### src/design/pidz_pkg.sv
package pidz_pkg;

  localparam int FRAC_BITS_DEF = 16;
  localparam int QUEUE_DEPTH   = 2;
  localparam int CFG_IDX_W     = 3;

  typedef enum logic [CFG_IDX_W-1:0] {
    REG_TARGET        = 3'd0,
    REG_PROP_GAIN     = 3'd1,
    REG_INTEG_GAIN    = 3'd2,
    REG_DERIV_GAIN    = 3'd3,
    REG_MAX_INTEGRAL  = 3'd4,
    REG_INTEGRAL_ZONE = 3'd5,
    REG_OUTPUT_LIMIT  = 3'd6
  } cfg_reg_t;

  typedef struct packed {
    logic [31:0] target;
    logic [31:0] prop_gain;
    logic [31:0] integ_gain;
    logic [31:0] deriv_gain;
    logic [30:0] max_integral;
    logic [30:0] integral_zone;
    logic [30:0] output_limit;
  } cfg_t;

  // One classified sample as it waits between the front and the back.
  typedef struct packed {
    logic [31:0] err;
    logic        in_zone;
  } front_item_t;

  function automatic logic [31:0] sat32(input logic signed [65:0] v);
    logic [31:0] res;
    if (v > 66'sd2147483647) begin
      res = 32'h7fff_ffff;
    end else if (v < -66'sd2147483648) begin
      res = 32'h8000_0000;
    end else begin
      res = v[31:0];
    end
    return res;
  endfunction

  // Two-bit code for sign(v): zero, positive or negative.
  function automatic logic [1:0] sign_code(input logic [31:0] v);
    logic [1:0] res;
    if (v == '0) begin
      res = 2'b00;
    end else if (v[31]) begin
      res = 2'b11;
    end else begin
      res = 2'b01;
    end
    return res;
  endfunction

endpackage

### src/design/pidz_front.sv
module pidz_front
  import pidz_pkg::*;
(
  input  logic [31:0]  target,
  input  logic [30:0]  integral_zone,
  input  logic [31:0]  reading,
  output front_item_t  item
);

  logic signed [32:0] diff;
  logic [31:0]        err;
  logic [31:0]        mag;

  always_comb begin
    diff = $signed({target[31], target}) - $signed({reading[31], reading});
    // The two top bits disagree only when the difference left the 32-bit range.
    if (diff[32] != diff[31]) begin
      err = diff[32] ? 32'h8000_0000 : 32'h7fff_ffff;
    end else begin
      err = diff[31:0];
    end
    mag = err[31] ? (32'd0 - err) : err;
    item.err     = err;
    item.in_zone = (mag < {1'b0, integral_zone});
  end

endmodule

### config.mk
export PLATFORM = sky130hd
export DESIGN_NAME = pidz_front
export DESIGN_NICKNAME = d
export VERILOG_FILES = /design/src/design/pidz_pkg.sv /design/src/design/pidz_front.sv
export SDC_FILE = /design/constraint.sdc
export NUM_CORES = 1
export LEC_CHECK = 0
export ABC_AREA = 1
export BUFFER_PORTS_ARGS = -buffer_cell sky130_fd_sc_hd__buf_2
export CAP_MARGIN = 30
export CORE_MARGIN = 1.5
export CORE_UTILIZATION = 40
export DETAILED_ROUTE_END_ITERATION = 6
export GPL_ROUTABILITY_DRIVEN = 0
export SETUP_SLACK_MARGIN = 0.05
export SYNTH_ARGS = -nofsm -noshare
export SYNTH_HDL_FRONTEND = slang
export SYNTH_SLANG_ARGS = --single-unit
### constraint.sdc
create_clock -name vclk -period 5.7
set_input_delay 0.285 -clock vclk [all_inputs]
set_output_delay 0.285 -clock vclk [all_outputs]
set_load 0.005 [all_outputs]
After elaboration in Yosys (flattened, before gate mapping)
Index checks and enable logic that the tools add are counted.
Widths: inputs -> output; s select.
{"block": "totals", "regBits": 0, "wordCells": 7}
{"block": "op_classes", "add_sub_neg": 2, "order_cmp": 1, "n_eq_ne": 1, "muxes": 3}
{"op": "$mux 32", "n": 3}
{"op": "$sub 32x32->33", "n": 1}
{"op": "$lt 32x31->1", "n": 1}
{"op": "$sub 1x32->32 const A", "n": 1}
{"op": "$ne 1x1->1", "n": 1}

Depth between registers and ports, before layout
Gate-level depths: netlist of run 1.
{"block": "depth", "ltp_word": 6, "depth_mapped": 42, "depth_no_buf": 39}

Worst setup path after synthesis of run 1
Ideal clock, no wire load.
{"block": "synth_path", "kind": "input to output", "startpoint": "input port reading[7]", "endpoint": "output port item[0] (netlist bit)", "arrival_ns": 4.831, "t_required_ns": 5.415, "path_slack_ns": 0.584, "stages": 35, "path_cell_list": "inv_1 -> ha_1 -> nand2_1 -> o21ai_0 -> nand2_1 -> nand2_1 -> inv_1 -> nand2_1 -> nand2_1 -> nand2_1 -> a21oi_1 -> o21bai_1 -> xor2_1 -> inv_1 -> ha_1 -> buf_2 -> inv_2 -> clkbuf_1 -> nand2_1 -> o31ai_1 -> nand3_4 -> nor2_8 -> nand4_1 -> nand2_1 -> nand2_1 -> nand2_1 -> inv_1 -> ha_1 -> a21oi_1 -> o21ai_0 -> a21oi_1 -> o21bai_1 -> a221oi_1 -> nand2_1 -> a21oi_2"}
{"element": "start: declaration", "line": "pidz_front.sv:6", "text": "input logic [31:0] reading,"}
{"element": "end: declaration", "line": "pidz_front.sv:7", "text": "output front_item_t item"}

==> impl_metrics.yaml, run 1 <==
worst_setup_path:
  crit_top_cell: "nand2_1"
  arrival_ns: 4.89
  crit_start: "reading[14]"
  setup.worst_path.end_class: "output port"
  slowest_delay_ns: 0.38
  cp_slowest_cell: "ha_2"
  path_class: "input port to output port"
  cp.required_ns: 5.41
  start_kind: "input port"
  cp_max_fo: 9
routing:
  drc_errors: 0
  drt_wl_total_um: 12660
  ant_nets: 0
  wl_per_cell_um: 11.41
  drt_first_pass_iters: 5
  num_vias: 5152
  drtIter0Drc: 226
  vias_per_cell: 4.641
finish:
  n_clock_buffer: 0
  mostFrequentLayoutCell: "nand2_1"
  area_delta_synth_final_pct: 23.89
  seq_area_um2: 0
  final_cell_mix: "nand2_1 (249), inv_1 (171), buf_2 (128)"
  design_area_um2: 5522
  antennaDiodeCount: 0
  fillers: 1276
  drive_gt1_frac: 0.2557
  nets: 1133
  nFlopsAndLatches: 0
die:
  pin_count: 128
  die_w_um: 108.6
  start_util: 0.4111
  die_h_um: 108.6
  placementRows: 38
  dieArea_um2: 11780
  fp.coreArea_um2: 10840
yosys:
  yosys_warnings: 0
  syn_nets: 994
  synth_top_area_frac: 0.2131
  syn_area_per_cell_um2: 5.350
  synth.area.top_cells: "nand2_1 (21%), ha_1 (18%), inv_1 (14%)"
  yosys.cell_types.count: 42
  syn_area_um2: 4457
  ys_seq_area_frac: 0
  synth_top_area_cell: "nand2_1"
  synthCells: 833
global_routing:
  overflow: 0
  first_global_vias: 4637
  grt_pass1_wl_um: 20530
  grt_max_degree: 26
  grt_antenna_before_repair: 0
  track_usage: 0.2105
place:
  io_buffers: 128
  dp_hpwl_um: 11110
  place_area_um2: 5296
sta:
  hold_violations: 0
  fmax_mhz: 193.2
  totalNegativeSetupSlack_ns: 0
  slew_violations: 0
  period_share: 0.9083
  min_period_ns: 5.177
  tightest_slew_ns: 0.7368
  setup-violations-final: 0
  rsz0062_at_grt: "false"
  relSlewSlack: 0.5083
power:
  power_density_nw_per_um2: 265.6
  p_leak_nw: 3.382
  peakVddDrop_v: 0.0001163
status:
  status: "finished clean"
worst_hold_path:
  hold_class: "input port to output port"
  hp-start: "reading[0]"
flow_run:
  drv_cap: 0
==> power by group <==
| group | internal [mW] | total, mW | switching [mW] |
|---|---|---|---|
| Combinational | 0.589 | 1.47 | 0.877 |
| Sequential | 0 | 0 | 0 |
| Clock | 0 | 0 | 0 |
==> critical path: cells and delay by family <==
family | cells | cell delay (ns)
and+or+nand+nor | 12 | 1.29
buffers and inverters | 8 | 0.96
AOI/OAI and AO/OA | 9 | 1.03
xor gates and xnor gates | 2 | 0.33
adders and majority gates | 3 | 0.96
==> cell usage after synthesis, types with 2 or more instances <==
cell type,count
nand2_1,253
inv_1,171
nor2_1,76
ha_1,65
nand3_1,59
a21oi_1,45
nand2_2,22
o21ai_0,19
xor2_1,16
xnor2_1,13
nor2_2,10
nand3b_1,7
nand4_1,7
or2_2,7
nand2_4,6
nor3_1,6
o21bai_1,6
a21oi_2,4
clkbuf_1,4
nor2_4,4
inv_2,3
nand3_2,3
nand3_4,3
a211oi_1,2
a21o_1,2
buf_6,2
nor4_1,2
o31ai_1,2
==> cell type report <==
| cell class | instances | area (µm²) | area share |
|---|---|---|---|
| well taps | 140 | 175.2 | 0.03172 |
| multi-input cells | 651 | 3904 | 0.7070 |
| inverters | 174 | 658.1 | 0.1192 |
| repair buffers | 145 | 784.5 | 0.1421 |
==> final timing paths <==
check	endpoint	slack [ns]	cells after the start
setup / recovery	item[0]	0.52	34
hold / removal	item[1]	1.08	5
==> logic make-up (layout without fill, tap and decap cells) <==
| kind of cell | Yosys count | count (layout) | synth area share |
|---|---|---|---|
| fa+ha+maj | 66 | 66 | 0.1870 |
| simple gates | 469 | 470 | 0.4817 |
| xor+xnor | 29 | 29 | 0.05699 |
| buf+inv | 183 | 319 | 0.1614 |
| compound gates | 86 | 86 | 0.1129 |
==> through the flow <==
step | power (mW) | util | cells | hold slack (ns) | worst slack, ns
finish | 1.467 | 0.5093 | 1110 | 1.077 | 0.5228
global placement | 1.414 | 0.4886 | 1104 | 1.082 | 0.1848
detailed placement | 1.421 | 0.4886 | 1104 | 1.084 | 0.1521
CTS | 1.425 | 0.4886 | 1104 | 1.082 | 0.1272
floorplan | 1.039 | - | 833 | 0.8449 | 0.5841
global route | 1.682 | 0.5093 | 1110 | 1.094 | 0.03859
==> routing by layer <==
layer  global-route usage  up-vias  wire length (µm)
li1                     -     2866                 -
met1               0.2955     2171              6358
met4             0.005639        0                 0
met2               0.3774      115              5777
met3             0.003617        0               527
met5                    0        -                 0
==> timing repair <==
action,CTS,global route
setup buffers,0,5
setup endpoints to repair,0,1
resized for setup,0,52
hold buffers,0,0
No activity file was read; power rests on OpenSTA's default activity.
==> inputs of run 2 (changes only) <==
--- a/config.mk
+++ b/config.mk
@@ -12,7 +12,9 @@
 export CORE_UTILIZATION = 40
 export DETAILED_ROUTE_END_ITERATION = 6
 export GPL_ROUTABILITY_DRIVEN = 0
+export PLACE_DENSITY = 0.75
 export SETUP_SLACK_MARGIN = 0.05
 export SYNTH_ARGS = -nofsm -noshare
 export SYNTH_HDL_FRONTEND = slang
 export SYNTH_SLANG_ARGS = --single-unit
+export TNS_END_PERCENT = 100
==> run 2 against run 1 <==
Net effect: flip-flop and latch count stayed put; non-clock buffer count fell by 5; die area unchanged; largest cell class unchanged; worst setup slack got worse by 0.015 ns; cell count fell by 0.54%; clock-buffer cell count is the same.
==> impl_metrics.yaml, run 2 (same netlist as run 1, synthesis figures left out) <==
sta:
  rsz0062_at_grt: "false"
  tightest_slew_ns: 0.6718
  fin_ws_ns: 0.5078
  min_period_ns: 5.192
  setup-violations-final: 0
  fmax_mhz: 192.6
  period_share: 0.9109
  relSlewSlack: 0.5516
  totalNegativeSetupSlack_ns: 0
  slew_violations: 0
  hold_violations: 0
  hold_slack_ns: 1.079
routing:
  vias_per_cell: 4.803
  drc_errors: 0
  drtIter0Drc: 272
  wl_per_cell_um: 11.64
  ant_nets: 0
  drt_wl_total_um: 12850
  drt_first_pass_iters: 5
  num_vias: 5302
flow_run:
  drv_cap: 0
finish:
  nFlopsAndLatches: 0
  fillers: 1161
  design_area_um2: 5695
  drive_gt1_frac: 0.2770
  final_cells: 1104
  nets: 1127
  utilization: 0.5254
  seq_area_um2: 0
  final_cell_mix: "nand2_1 (240), inv_1 (170), buf_2 (128)"
  mostFrequentLayoutCell: "nand2_1"
  n_clock_buffer: 0
  area_delta_synth_final_pct: 27.79
  multiInputGateArea_um2: 4130
  antennaDiodeCount: 0
place:
  io_buffers: 128
  dp.cells: 1099
  dp_slack_ns: 0.05334
  dp_hpwl_um: 11020
  place_area_um2: 5259
power:
  power_density_nw_per_um2: 261.3
  p_total_mw: 1.488
  peakVddDrop_v: 0.0001308
  p_leak_nw: 3.351
global_routing:
  track_usage: 0.2129
  grt_pass1_wl_um: 21180
  first_global_vias: 4803
  grt_max_degree: 24
  grt_antenna_before_repair: 0
  overflow: 0
worst_hold_path:
  holdPathEnd: "item[1]"
  whs_path_depth: 5
  hold_class: "input port to output port"
  hp-start: "reading[0]"
die:
  die_h_um: 108.6
  die_w_um: 108.6
  pin_count: 128
  dieArea_um2: 11780
  fp.coreArea_um2: 10840
  placementRows: 38
  start_util: 0.4111
worst_setup_path:
  crit_start: "target[24]"
  cp_slowest_cell: "ha_1"
  start_kind: "input port"
  crit_top_cell: "nand2_1"
  cp.required_ns: 5.41
  path_class: "input port to output port"
  cp_max_fo: 8
  slowest_delay_ns: 0.35
  arrival_ns: 4.91
  setup.worst_path.end_class: "output port"
status:
  status: "finished clean"
clock_tree:
  hold_buffers: 0
run 2: critical path: cells and delay by family:
family | cells | cell delay (ns)
XOR/XNOR | 2 | 0.35
AO/OA/AOI/OAI | 10 | 1.20
adder cells (fa/ha/maj) | 4 | 1.06
buffers and inverters | 4 | 0.45
AND/OR/NAND/NOR | 12 | 1.57
run 2: per-layer routing:
layer | track usage | vias up | wire [µm]
met5 | 0 | - | 0
met4 | 0.02820 | 0 | 161
met3 | 0.005425 | 15 | 714
met2 | 0.3684 | 168 | 5816
met1 | 0.2999 | 2264 | 6157
li1 | - | 2855 | -
run 2: cell type report:
class / instances / area share
inverter: 174 / 0.1151
timing repair buffer: 140 / 0.1290
multi-input combinational: 650 / 0.7252
tap: 140 / 0.03076
run 2: power breakdown:
part	switching, mW	internal (mW)	total (mW)	leakage [nW]
sequential	0	0	0	0
clock	0	0	0	0
combinational	0.889	0.599	1.49	3.35
run 2: how the worst max path moves through the flow:
| stage | to | slack, ns | cells after the start |
|---|---|---|---|
| 6_report | item[0] | 0.51 | 32 |
| 3_3_place_gp | item[0] | 0.19 | 36 |
| 2_1_floorplan | item[0] | 0.58 | 35 |
| 4_1_cts | item[0] | 0.12 | 36 |
| 3_5_place_dp | item[0] | 0.05 | 36 |
| 5_1_grt | item[0] | 0.04 | 32 |
run 2: timing repair:
action / in CTS / in global routing
endpoints found under the setup margin: 1 / 1
resized for setup: 1 / 86
setup buffers: 0 / 5
pin swaps: 0 / 11
==> inputs of run 3 (changes only) <==
--- a/config.mk
+++ b/config.mk
@@ -12,7 +12,7 @@
 export CORE_UTILIZATION = 40
 export DETAILED_ROUTE_END_ITERATION = 6
 export GPL_ROUTABILITY_DRIVEN = 0
-export PLACE_DENSITY = 0.75
+export PLACE_DENSITY = 0.69
 export SETUP_SLACK_MARGIN = 0.05
 export SYNTH_ARGS = -nofsm -noshare
 export SYNTH_HDL_FRONTEND = slang
==> run 3 against run 2 <==
Net effect: wire length down 5.7%; maximum frequency down 0.11%; clock-buffer cell count unchanged; critical path type unchanged; critical endpoint unchanged.
==> impl_metrics.yaml, run 3 (same netlist as run 1, synthesis figures left out) <==
routing:
  ant_nets: 0
  drt_first_pass_iters: 5
  wl_per_cell_um: 10.96
  drt_wl_total_um: 12120
  drc_errors: 0
  vias_per_cell: 4.705
  drtIter0Drc: 185
  num_vias: 5204
die:
  start_util: 0.4111
  die_h_um: 108.6
  pin_count: 128
  die_w_um: 108.6
  placementRows: 38
  dieArea_um2: 11780
  fp.coreArea_um2: 10840
worst_setup_path:
  crit_top_cell: "nand2_1"
  start_kind: "input port"
  cp_max_fo: 9
  cp.required_ns: 5.41
  crit_family: "simple AND/OR/NAND/NOR gates"
  path_buf_inv: 4
  crit_start: "reading[14]"
  path_class: "input port to output port"
  setup.worst_path.end_class: "output port"
  cp_slowest_cell: "ha_1"
  arrival_ns: 4.91
  slowest_delay_ns: 0.38
global_routing:
  grt_antenna_before_repair: 0
  first_global_vias: 4736
  grt_max_degree: 29
  track_usage: 0.2092
  grt_pass1_wl_um: 20600
  overflow: 0
finish:
  multiInputGateArea_um2: 3881
  nFlopsAndLatches: 0
  seq_area_um2: 0
  n_clock_buffer: 0
  drive_gt1_frac: 0.2474
  antennaDiodeCount: 0
  area_delta_synth_final_pct: 22.52
  utilization: 0.5037
  fillers: 1245
  nets: 1129
  final_cell_mix: "nand2_1 (249), inv_1 (171), buf_2 (128)"
  mostFrequentLayoutCell: "nand2_1"
power:
  p_switching_mw: 0.8709
  combPwrFrac: 1.000
  p_sw_frac: 0.6010
  pwr-share-seq: 0
  intPower_mw: 0.5782
  power_density_nw_per_um2: 265.4
  clockPowerShare: 0
  p_total_mw: 1.449
  peakVddDrop_v: 0.0001460
  p_leak_nw: 3.365
sta:
  relSlewSlack: 0.7798
  fin_ws_ns: 0.5022
  setup-violations-final: 0
  fmax_mhz: 192.4
  rsz0062_at_grt: "false"
  totalNegativeSetupSlack_ns: 0
  hold_violations: 0
  slew_violations: 0
  tightest_slew_ns: 0.3269
  period_share: 0.9119
  min_period_ns: 5.198
place:
  dp_hpwl_um: 10870
  dp_slack_ns: 0.006885
  io_buffers: 128
status:
  status: "finished clean"
worst_hold_path:
  hp-start: "reading[0]"
  hold_class: "input port to output port"
flow_run:
  drv_cap: 0
clock_tree:
  hold_buffers: 0
run 3: cell count changes in the layout (fill, tap and decap cells not counted), sizes merged:
cell  before  now
buf      140  142
run 3: final timing paths:
check	endpoint	slack [ns]	cells after the start
setup / recovery	item[0]	0.50	33
hold / removal	item[1]	1.08	5
run 3: final cells by class:
cell class / instances / area share
Inverter: 174 / 0.1205
Multi-Input combinational cell: 650 / 0.7108
Tap cell: 140 / 0.03208
Timing Repair Buffer: 142 / 0.1366
run 3: metrics by stage:
stage	area [µm²]	std cells	hold slack, ns
final	5460	1106	1.079
after global routing	5460	1106	1.103
after CTS	5284	1102	1.082
after detailed placement	5281	1102	1.082
after global placement	5281	1102	1.087
after floorplan	4457	833	0.8449
run 3: repair_timing:
action | 4_1_cts | 5_1_grt
buffers inserted | 0 | 4
setup endpoints to repair | 1 | 1
gates resized for setup | 1 | 41
pin swaps | 0 | 4
run 3: power groups by stage:
stage	clock [mW]	combinational, mW	sequential (mW)
after global placement	0	1.39	0
after detailed placement	0	1.40	0
after CTS	0	1.41	0
after floorplan	0	1.04	0
after global routing	0	1.66	0
final	0	1.45	0
run 3: metal layers:
layer | GRT usage | up-vias | part of all wire
li1 | - | 2856 | -
met3 | 0.005425 | 10 | 0.049
met5 | 0 | - | 0
met4 | 0.01880 | 0 | 0.010
met2 | 0.3711 | 118 | 0.45
met1 | 0.2909 | 2220 | 0.49
