### src/design/pidz_pkg.sv
package pidz_pkg;

  localparam int FRAC_BITS_DEF = 16;
  localparam int QUEUE_DEPTH   = 2;
  localparam int CFG_IDX_W     = 3;

  typedef enum logic [CFG_IDX_W-1:0] {
    REG_TARGET        = 3'd0,
    REG_PROP_GAIN     = 3'd1,
    REG_INTEG_GAIN    = 3'd2,
    REG_DERIV_GAIN    = 3'd3,
    REG_MAX_INTEGRAL  = 3'd4,
    REG_INTEGRAL_ZONE = 3'd5,
    REG_OUTPUT_LIMIT  = 3'd6
  } cfg_reg_t;

  typedef struct packed {
    logic [31:0] target;
    logic [31:0] prop_gain;
    logic [31:0] integ_gain;
    logic [31:0] deriv_gain;
    logic [30:0] max_integral;
    logic [30:0] integral_zone;
    logic [30:0] output_limit;
  } cfg_t;

  // One classified sample as it waits between the front and the back.
  typedef struct packed {
    logic [31:0] err;
    logic        in_zone;
  } front_item_t;

  function automatic logic [31:0] sat32(input logic signed [65:0] v);
    logic [31:0] res;
    if (v > 66'sd2147483647) begin
      res = 32'h7fff_ffff;
    end else if (v < -66'sd2147483648) begin
      res = 32'h8000_0000;
    end else begin
      res = v[31:0];
    end
    return res;
  endfunction

  // Two-bit code for sign(v): zero, positive or negative.
  function automatic logic [1:0] sign_code(input logic [31:0] v);
    logic [1:0] res;
    if (v == '0) begin
      res = 2'b00;
    end else if (v[31]) begin
      res = 2'b11;
    end else begin
      res = 2'b01;
    end
    return res;
  endfunction

endpackage

### src/design/pidz_queue.sv
module pidz_queue
  import pidz_pkg::*;
#(
  parameter int DEPTH = QUEUE_DEPTH
) (
  input  logic        clk,
  input  logic        rst_n,
  input  logic        push,
  input  front_item_t push_item,
  output logic        full,
  input  logic        pop,
  output logic        head_valid,
  output front_item_t head_item
);

  localparam int PTR_W = (DEPTH > 1) ? $clog2(DEPTH) : 1;
  localparam int CNT_W = $clog2(DEPTH + 1);

  front_item_t        mem_r [DEPTH];
  logic [PTR_W-1:0]   wr_ptr_r, wr_ptr_nxt;
  logic [PTR_W-1:0]   rd_ptr_r, rd_ptr_nxt;
  logic [CNT_W-1:0]   count_r, count_nxt;

  assign full       = (count_r == CNT_W'(DEPTH));
  assign head_valid = (count_r != '0);
  assign head_item  = mem_r[rd_ptr_r];

  always_comb begin
    wr_ptr_nxt = wr_ptr_r;
    rd_ptr_nxt = rd_ptr_r;
    count_nxt  = count_r;
    if (push) begin
      wr_ptr_nxt = (wr_ptr_r == PTR_W'(DEPTH - 1)) ? '0 : wr_ptr_r + 1'b1;
    end
    if (pop) begin
      rd_ptr_nxt = (rd_ptr_r == PTR_W'(DEPTH - 1)) ? '0 : rd_ptr_r + 1'b1;
    end
    if (push && !pop) begin
      count_nxt = count_r + 1'b1;
    end else if (pop && !push) begin
      count_nxt = count_r - 1'b1;
    end
  end

  always_ff @(posedge clk) begin
    if (!rst_n) begin
      wr_ptr_r <= '0;
      rd_ptr_r <= '0;
      count_r  <= '0;
    end else begin
      wr_ptr_r <= wr_ptr_nxt;
      rd_ptr_r <= rd_ptr_nxt;
      count_r  <= count_nxt;
    end
  end

  always_ff @(posedge clk) begin
    if (push) begin
      mem_r[wr_ptr_r] <= push_item;
    end
  end

  a_count_bound: assert property (@(posedge clk) disable iff (!rst_n)
    count_r <= CNT_W'(DEPTH))
    else $error("queue count exceeds depth");

  a_no_push_full: assert property (@(posedge clk) disable iff (!rst_n)
    full && !pop |-> !push)
    else $error("push into full queue");

  a_no_pop_empty: assert property (@(posedge clk) disable iff (!rst_n)
    pop |-> head_valid)
    else $error("pop from empty queue");

endmodule

### config.mk
export PLATFORM = sky130hd
export DESIGN_NAME = pidz_queue
export DESIGN_NICKNAME = d
export VERILOG_FILES = /design/src/design/pidz_pkg.sv /design/src/design/pidz_queue.sv
export SDC_FILE = /design/constraint.sdc
export NUM_CORES = 1
export LEC_CHECK = 0
export BUFFER_PORTS_ARGS = -buffer_cell sky130_fd_sc_hd__buf_2
export CAP_MARGIN = 40
export CORE_MARGIN = 2
export CORE_UTILIZATION = 45
export DETAILED_ROUTE_END_ITERATION = 12
export GPL_TIMING_DRIVEN = 0
export HOLD_SLACK_MARGIN = 0.06
export PLACE_DENSITY_LB_ADDON = 0.1
export SLEW_MARGIN = 20
export SYNTH_ARGS = -nofsm -noshare
export SYNTH_HDL_FRONTEND = slang
export SYNTH_SLANG_ARGS = --single-unit
### constraint.sdc
create_clock -name clk -period 2.8 [get_ports clk]
set_clock_uncertainty 0.15 [all_clocks]
set_input_delay 0.28 -clock clk [delete_from_list [all_inputs] [get_ports clk]]
set_output_delay 0.28 -clock clk [all_outputs]
set_load 0.005 [all_outputs]
* After elaboration in Yosys (flattened, before gate mapping)
Memory sizes are Yosys's and may differ from the RTL's. A register that Yosys moved wholly into a read port is not among the register bits.
Index checks and enable logic that the tools add are counted.
W data, S select, Z words.
** Storage, ports and cells
- Register bits :: 4
- Bits in writable memories :: 66
- Input port bits :: 37
- Output and inout bits :: 35
- Logic and storage cells :: 23
- Memories :: 1
** Memory list
- mem_r :: words 2, width 33, rd ports 1, clocked after Yosys merged registers in 1, wr ports 1, line pidz_queue.sv:19 : front_item_t mem_r [DEPTH];
** Cells by class
- Add/subtract/negate cells :: 4
- Equal/unequal tests :: 1
- Muxes and demuxes :: 8
- Reductions and logical operators :: 6
** Operators with widths (number)
- $mux W1 :: 6
- $mux W2 :: 2
- $reduce_bool A2 Y1 :: 2
- $add A1 B1 Y1 const B :: 2
- $add A2 B1 Y2 const B :: 1
- $eq A2 B2 Y1 const B :: 1
- $logic_and A1 B1 Y1 :: 2
- $logic_not A1 Y1 :: 2
- $sub A2 B1 Y2 const B :: 1

* Depth between registers and ports, before layout
Gate-level depths: netlist of the first run.
- Depth in word-level cells :: 4
- Depth in mapped cells :: 5
- Depth with buffers taken out :: 5

* Least setup slack after synthesis of the first run
No wires, ideal clock.
- Kind :: reg2reg
- Start point :: reg wr_ptr_r
- End point :: mem mem_r[0][0] (netlist name), enable pin
- Setup time :: 0.428 ns
- Arrival :: 1.820 ns
- Data required time :: 2.222 ns
- Setup slack :: 0.402 ns
- Stages on the path, launching flop included :: 2
- Path buffers :: 0
- Period minus slack after synthesis :: 2.398 ns
- Cell sequence :: dfxtp_1 nor2b_1
** RTL lines
- from (decl) :: line pidz_queue.sv:20 : logic [PTR_W-1:0] wr_ptr_r, wr_ptr_nxt;
- from (signal assigned) :: line pidz_queue.sv:51 : wr_ptr_r <= wr_ptr_nxt;
- to (decl) :: line pidz_queue.sv:19
No word-level cell before the write port.

==> results of run 1 <==
## final cells by class
class / count / area (sq um) / share of cell area, %
sequential: 71 / 2080 / 57.6
timing repair buffer: 107 / 751 / 20.8
multi-input combinational: 49 / 498 / 13.8
clock buffer: 9 / 124 / 3.43
tap: 72 / 90.1 / 2.49
clock inverter: 7 / 40.0 / 1.11
buffer: 4 / 27.5 / 0.761
inverter: 1 / 3.75 / 0.104
## placed cells by master, fill, tap and decap left out, drive strengths merged
cell	count
or3	1
and2	4
xnor2	1
clkbuf	9
nor2b	2
and2b	1
ha	1
dfxtp	5
buf	77
xor2	2
a21boi	1
o21ai	1
clkinvlp	3
clkinv	4
mux2	33
o21a	1
edfxtp	66
inv	1
dlygate4sd3	34
or2	1
## power breakdown
part | switching (mW) | internal, mW | leakage (nW)
Sequential | 0.0166 | 1.22 | 0.661
Clock | 0.350 | 0.311 | 0.0761
Combinational | 0.111 | 0.164 | 0.656
Total | 0.477 | 1.70 | 1.39
## worst max-delay path, cell delays in order, from the launching register on
cell and delay, ns:
dfxtp_1 0.32, buf_2 0.17, buf_4 0.21, mux2_2 0.36, buf_2 0.13
## layer usage
layer	global-route usage, %	vias to the layer above
met1	14.3	687
met4	7.12	0
met2	28.2	42
met3	5.17	6
li1	-	718
met5	0	-
## per-stage QoR
stage	util (%)	hold WS (ns)	setup TNS [ns]	setup slack, ns
final	65.3	0.150	0	0.866
after global placement	55.0	0.317	-14.38	-0.427
after CTS	65.3	0.138	0	0.823
after floorplan	-	0.229	0	0.402
after detailed placement	56.2	0.321	0	1.20
after global routing	65.3	0.142	0	0.769
## worst paths after layout
kind / from / to / slack [ns] / cells past startpoint
hold / removal: pop / rd_ptr_r / 0.15 / 3
setup reg to reg: wr_ptr_r / mem_r[1][28] / 1.31 / 2
setup / recovery: flip-flop / head_item[3] / 0.87 / 4
hold reg to reg: count_r[1] / count_r[1] / 0.39 / 2
## state kept, by name, summed over array words and instances (netlist names), named ones only
| register | flops |
|---|---|
| rd_ptr_r | 1 |
| mem_r | 66 |
| count_r | 2 |
| wr_ptr_r | 1 |
## kinds of logic after synthesis
kind of cell | Yosys count | share of synthesized area (%)
compound gates | 3 | 0.769
fa+ha+maj | 1 | 0.481
mux | 33 | 14.3
xor+xnor | 3 | 1.01
simple gates | 9 | 2.26
buf+inv | 5 | 1.20
flops | 71 | 80.0
==> flow_metrics.env, run 1 <==
export IMPL_setup_viol=0
export IMPL_tightestPinTransition_ns=0.545
export IMPL_place_congestion=0.673
export IMPL_grt_total_usage_pct=15.0
export IMPL_routed_wl_met3_um=268
export IMPL_final_nets=281
export IMPL_cts_resized=0
export IMPL_grt_antenna_before_repair=0
export IMPL_die_height_um=80.1
export IMPL_grt_first_pass_wirelength_um=6930
export IMPL_routedWlPerCell_um=14.0
export IMPL_diodes=0
export IMPL_syn_inst=125
export IMPL_synth_edff_count=66
export IMPL_die_area_sq_um=6410
export IMPL_clockRootBuffer="clkbuf_8"
export IMPL_min_path_type="in2reg"
export IMPL_cp_end_kind="output pin"
export IMPL_drv_slew=0
export IMPL_power_mw=2.17
export IMPL_ioPinCount=72
export IMPL_post_cts_setup_buffer_count=0
export IMPL_finalCritPeriodShare_pct=69.1
export IMPL_grt_max_degree=20
export IMPL_dp_cells=270
export IMPL_finalHoldViolations=0
export IMPL_rows=27
export IMPL_m1WireLength_um=1740
export IMPL_place_area_sq_um=3110
export IMPL_clock_sinks=71
export IMPL_drive_gt1_share_pct=51.6
export IMPL_synth_cell_types=17
export IMPL_yosys_area_top_type="edfxtp_1"
export IMPL_drv_cap=0
export IMPL_synth_fp_nets=163
export IMPL_place_hpwl_um=2940
export IMPL_initial_utilization_pct=47.0
export IMPL_p_leak_nw=1.39
export IMPL_area_growth_pct=38.9
export IMPL_synth_yosys_seq_area_share_pct=80.0
export IMPL_cp_required_ns=2.37
export IMPL_synth_top_cell_area_share_pct=76.2
export IMPL_grt_overflow=0
export IMPL_rsz0062_at_grt="no"
export IMPL_yosysWarningCount=0
export IMPL_fin_crit_ns=1.93
export IMPL_critPathLaunchType="flip-flop"
export IMPL_postCtsHoldBufs=34
export IMPL_relSlewSlack_pct=63.6
export IMPL_syn_area_sq_um=2600
export IMPL_synth_area_leaders="edfxtp_1 (76%), mux2_2 (14%), dfxtp_1 (3.8%)"
export IMPL_cts_htree_levels=3
export IMPL_irDropWorstVdd_mv=0.332
export IMPL_drt_pass1_iter_count=4
export IMPL_yosys_top_cells_count="edfxtp_1 (66), mux2_2 (33), dfxtp_1 (5)"
export IMPL_io_buffer_count=71
export IMPL_critPathMaxFanout=10
export IMPL_post_route_cell_area_sq_um=3620
export IMPL_synthFlopType="edfxtp_1"
export IMPL_die_w_um=80.1
export IMPL_highest_layer="met4"
export IMPL_cts_tree="done"
export IMPL_max_freq_mhz=517
export IMPL_path_clk_slew_ns=0.07
export IMPL_power_density_nw_per_um2=601
export IMPL_clk_path_buf_depth=2
export IMPL_syn_area_per_cell_sq_um=20.8
export IMPL_outcome="finished clean"
export IMPL_cts_buffers_inserted=9
export IMPL_routed_wl_um=4490
export IMPL_ys_seq_elements=71
export IMPL_drt_iter0_markers=35
export IMPL_vias=1453
export IMPL_fillers=423
export IMPL_async_reset_ff_share_pct=0
export IMPL_grt_pass1_vias=1558
export IMPL_wl_met2_um=2420
export IMPL_clk_insertion_delay_late_ns=0.32
export IMPL_post_synth_top_count_cell="edfxtp_1"
export IMPL_worstSetupPathType="reg2out"
export IMPL_core_area_sq_um=5540
export IMPL_drtAntennaViolNets=0
export IMPL_arrival_ns=1.50
export IMPL_remaining_drc_errors=0
export IMPL_fin_cells=320
export IMPL_viasPerCell=4.54
(Power assumes the default switching activity.)
==> run 2: changes to the inputs <==
Settings changed: ABC_AREA from default to 1.
Clock period 2.8 ns to 1.6 ns, I/O delays scaled along.
==> run 2 against run 1 <==
Against the previous run: highest routed layer unchanged; largest power group unchanged; count of clock-buffer cells in the layout rose by 1; the run now ends with negative setup slack left; sequential cell count unchanged; die area increased by 5.9%; register-to-register slack lost 1.2 ns; sequential share of layout area down 5.6 points.
==> flow_metrics.env, run 2 <==
export IMPL_outcome="finished, violations left"
export IMPL_violations="negative setup slack"
export IMPL_clk_path_buf_depth=2
export IMPL_grt_first_pass_wirelength_um=6870
export IMPL_post_synth_top_count_cell="edfxtp_1"
export IMPL_dp_slack_ns=-0.00395
export IMPL_clock_sinks=71
export IMPL_min_path_type="in2reg"
export IMPL_yosys_area_top_type="edfxtp_1"
export IMPL_remaining_drc_errors=0
export IMPL_syn_area_sq_um=2770
export IMPL_synth_yosys_seq_area_share_pct=75.3
export IMPL_synth_area_leaders="edfxtp_1 (72%), mux2_4 (16%), dfxtp_1 (3.6%)"
export IMPL_clockRootBuffer="clkbuf_8"
export IMPL_cp_depth=4
export IMPL_cp_endpoint="head_item[15]"
export IMPL_synth_cell_types=14
export IMPL_die_area_sq_um=6790
export IMPL_final_common_cell="edfxtp_1"
export IMPL_io_buffer_count=71
export IMPL_crit_chain="buf_8 > buf_12 > mux2_4 > buf_6"
export IMPL_drv_slew=0
export IMPL_yosysWarningCount=0
export IMPL_viasPerCell=4.59
export IMPL_place_congestion=0.641
export IMPL_diodes=0
export IMPL_grt_antenna_before_repair=0
export IMPL_regToRegEndpoint="wr_ptr_r"
export IMPL_initial_utilization_pct=46.7
export IMPL_die_w_um=82.4
export IMPL_max_stage_delay_ns=0.33
export IMPL_power_mw=4.07
export IMPL_rr_worst_depth=4
export IMPL_drv_cap=0
export IMPL_yosys_top_cells_count="edfxtp_1 (66), mux2_4 (30), nand2_1 (9)"
export IMPL_arrival_ns=1.36
export IMPL_clk_insertion_delay_late_ns=0.33
export IMPL_routed_wl_um=4600
export IMPL_cp_top_family="buffers and inverters"
export IMPL_regToRegSetupSlack_ns=0.13
export IMPL_finalHoldViolations=0
export IMPL_critPathMaxFanout=10
export IMPL_post_route_cell_area_sq_um=4010
export IMPL_async_reset_ff_share_pct=0
export IMPL_layout_setup_ws_ns=-0.0739
export IMPL_path_clk_slew_ns=0.07
export IMPL_cts_htree_levels=3
export IMPL_ioPinCount=72
export IMPL_finalCritPeriodShare_pct=105
export IMPL_area_growth_pct=45.0
export IMPL_vias=1562
export IMPL_grt_total_usage_pct=14.3
export IMPL_final_nets=298
export IMPL_core_area_sq_um=5920
export IMPL_ys_seq_elements=71
export IMPL_grt_max_degree=34
export IMPL_drt_pass1_iter_count=4
export IMPL_largestRegisters="mem_r: 66 flops, count_r: 2 flops"
export IMPL_r2r_start="wr_ptr_r"
export IMPL_hold_ws_ns=0.200
export IMPL_synthFlopType="edfxtp_1"
export IMPL_syn_inst=138
export IMPL_critPathLaunchType="flip-flop"
export IMPL_rows=28
export IMPL_grt_pass1_vias=1600
export IMPL_tightestPinTransition_ns=0.530
export IMPL_syn_area_per_cell_sq_um=20.0
export IMPL_cp_required_ns=1.29
export IMPL_irDropWorstVdd_mv=0.656
export IMPL_top_register="mem_r"
export IMPL_synth_top_cell_area_share_pct=71.7
export IMPL_power_density_nw_per_um2=1010
export IMPL_slowest_stage="dfxtp_2"
export IMPL_synth_fp_nets=176
export IMPL_cp_end_kind="output pin"
export IMPL_drive_gt1_share_pct=47.5
export IMPL_largest_reg_flops=66
export IMPL_layout_common_cells="edfxtp_1 (66), buf_2 (41), dlygate4sd3_1 (37)"
export IMPL_cts_tree="done"
export IMPL_fin_crit_ns=1.67
export IMPL_critical_path_buf_inv_count=3
export IMPL_place_area_sq_um=3250
export IMPL_setup_viol=32
export IMPL_synth_edff_count=66
export IMPL_drtAntennaViolNets=0
export IMPL_worstSetupPathType="reg2out"
export IMPL_routedWlPerCell_um=13.5
export IMPL_place_hpwl_um=2860
export IMPL_grt_overflow=0
export IMPL_p_leak_nw=1.64
export IMPL_drt_iter0_markers=58
export IMPL_cts_buffers_inserted=9
export IMPL_relSlewSlack_pct=64.6
export IMPL_die_height_um=82.4
export IMPL_rsz0062_at_grt="yes"
export IMPL_max_freq_mhz=597
run 2: through the flow:
step,utilization (%),cells,setup TNS [ns]
finish,67.7,340,-2.09
global route,67.7,340,-4.05
CTS,67.2,340,-3.15
detailed placement,54.9,285,-0.0774
global placement,54.4,284,-14.64
floorplan,-,138,-1.58
run 2: layout make-up:
class,instances,area [sq um]
well taps,75,93.8
fillers,420,1910
multi-input cells,55,589
inverters,8,32.5
plain buffers,4,75.1
flip-flops and latches,71,2080
clock buffers,10,128
repair buffers,111,956
clock inverters,6,51.3
run 2: metal layers:
layer	vias up	track usage [%]	routed length, um
met5	-	0	0
met4	0	8.83	95
met3	11	4.13	222
met2	54	25.3	2500
met1	738	14.7	1780
li1	759	-	-
run 2: how the worst min path moves through the flow:
stage	start	endpoint	slack [ns]	cells past startpoint
2_1_floorplan	push_item[0]	mem_r[0][0]	0.11	0
3_3_place_gp	push_item[0]	mem_r[1][0]	0.20	1
3_5_place_dp	push_item[25]	mem_r[1][25]	0.20	1
4_1_cts	push	mem_r[0][30]	0.18	3
5_1_grt	push	mem_r[0][17]	0.20	3
6_report	push	mem_r[0][17]	0.20	3
run 2: timing repair:
item,in CTS,in global routing
hold buffers,37,0
resized for setup,28,5
setup endpoints to repair,64,33
setup buffers,2,0
hold endpoints to repair,71,0
cloned,0,0
run 2: tightest hold or removal path: stages:
cell	delay [ns]
buf_2	0.12
inv_1	0.10
nor2_4	0.11
run 2: report_power, final:
part	internal, mW	leakage, nW	total (mW)	switching, mW
sequential	2.14	0.661	2.17	0.0295
clock	0.699	0.0925	1.29	0.593
combinational	0.387	0.887	0.604	0.217
total	3.23	1.64	4.07	0.839
run 2: kinds of logic after synthesis:
group	after synthesis	synth area share, %
flops	71	75.3
simple gates	19	2.71
buf+inv	12	3.67
mux	33	17.5
compound gates	2	0.362
fa+ha+maj	1	0.452
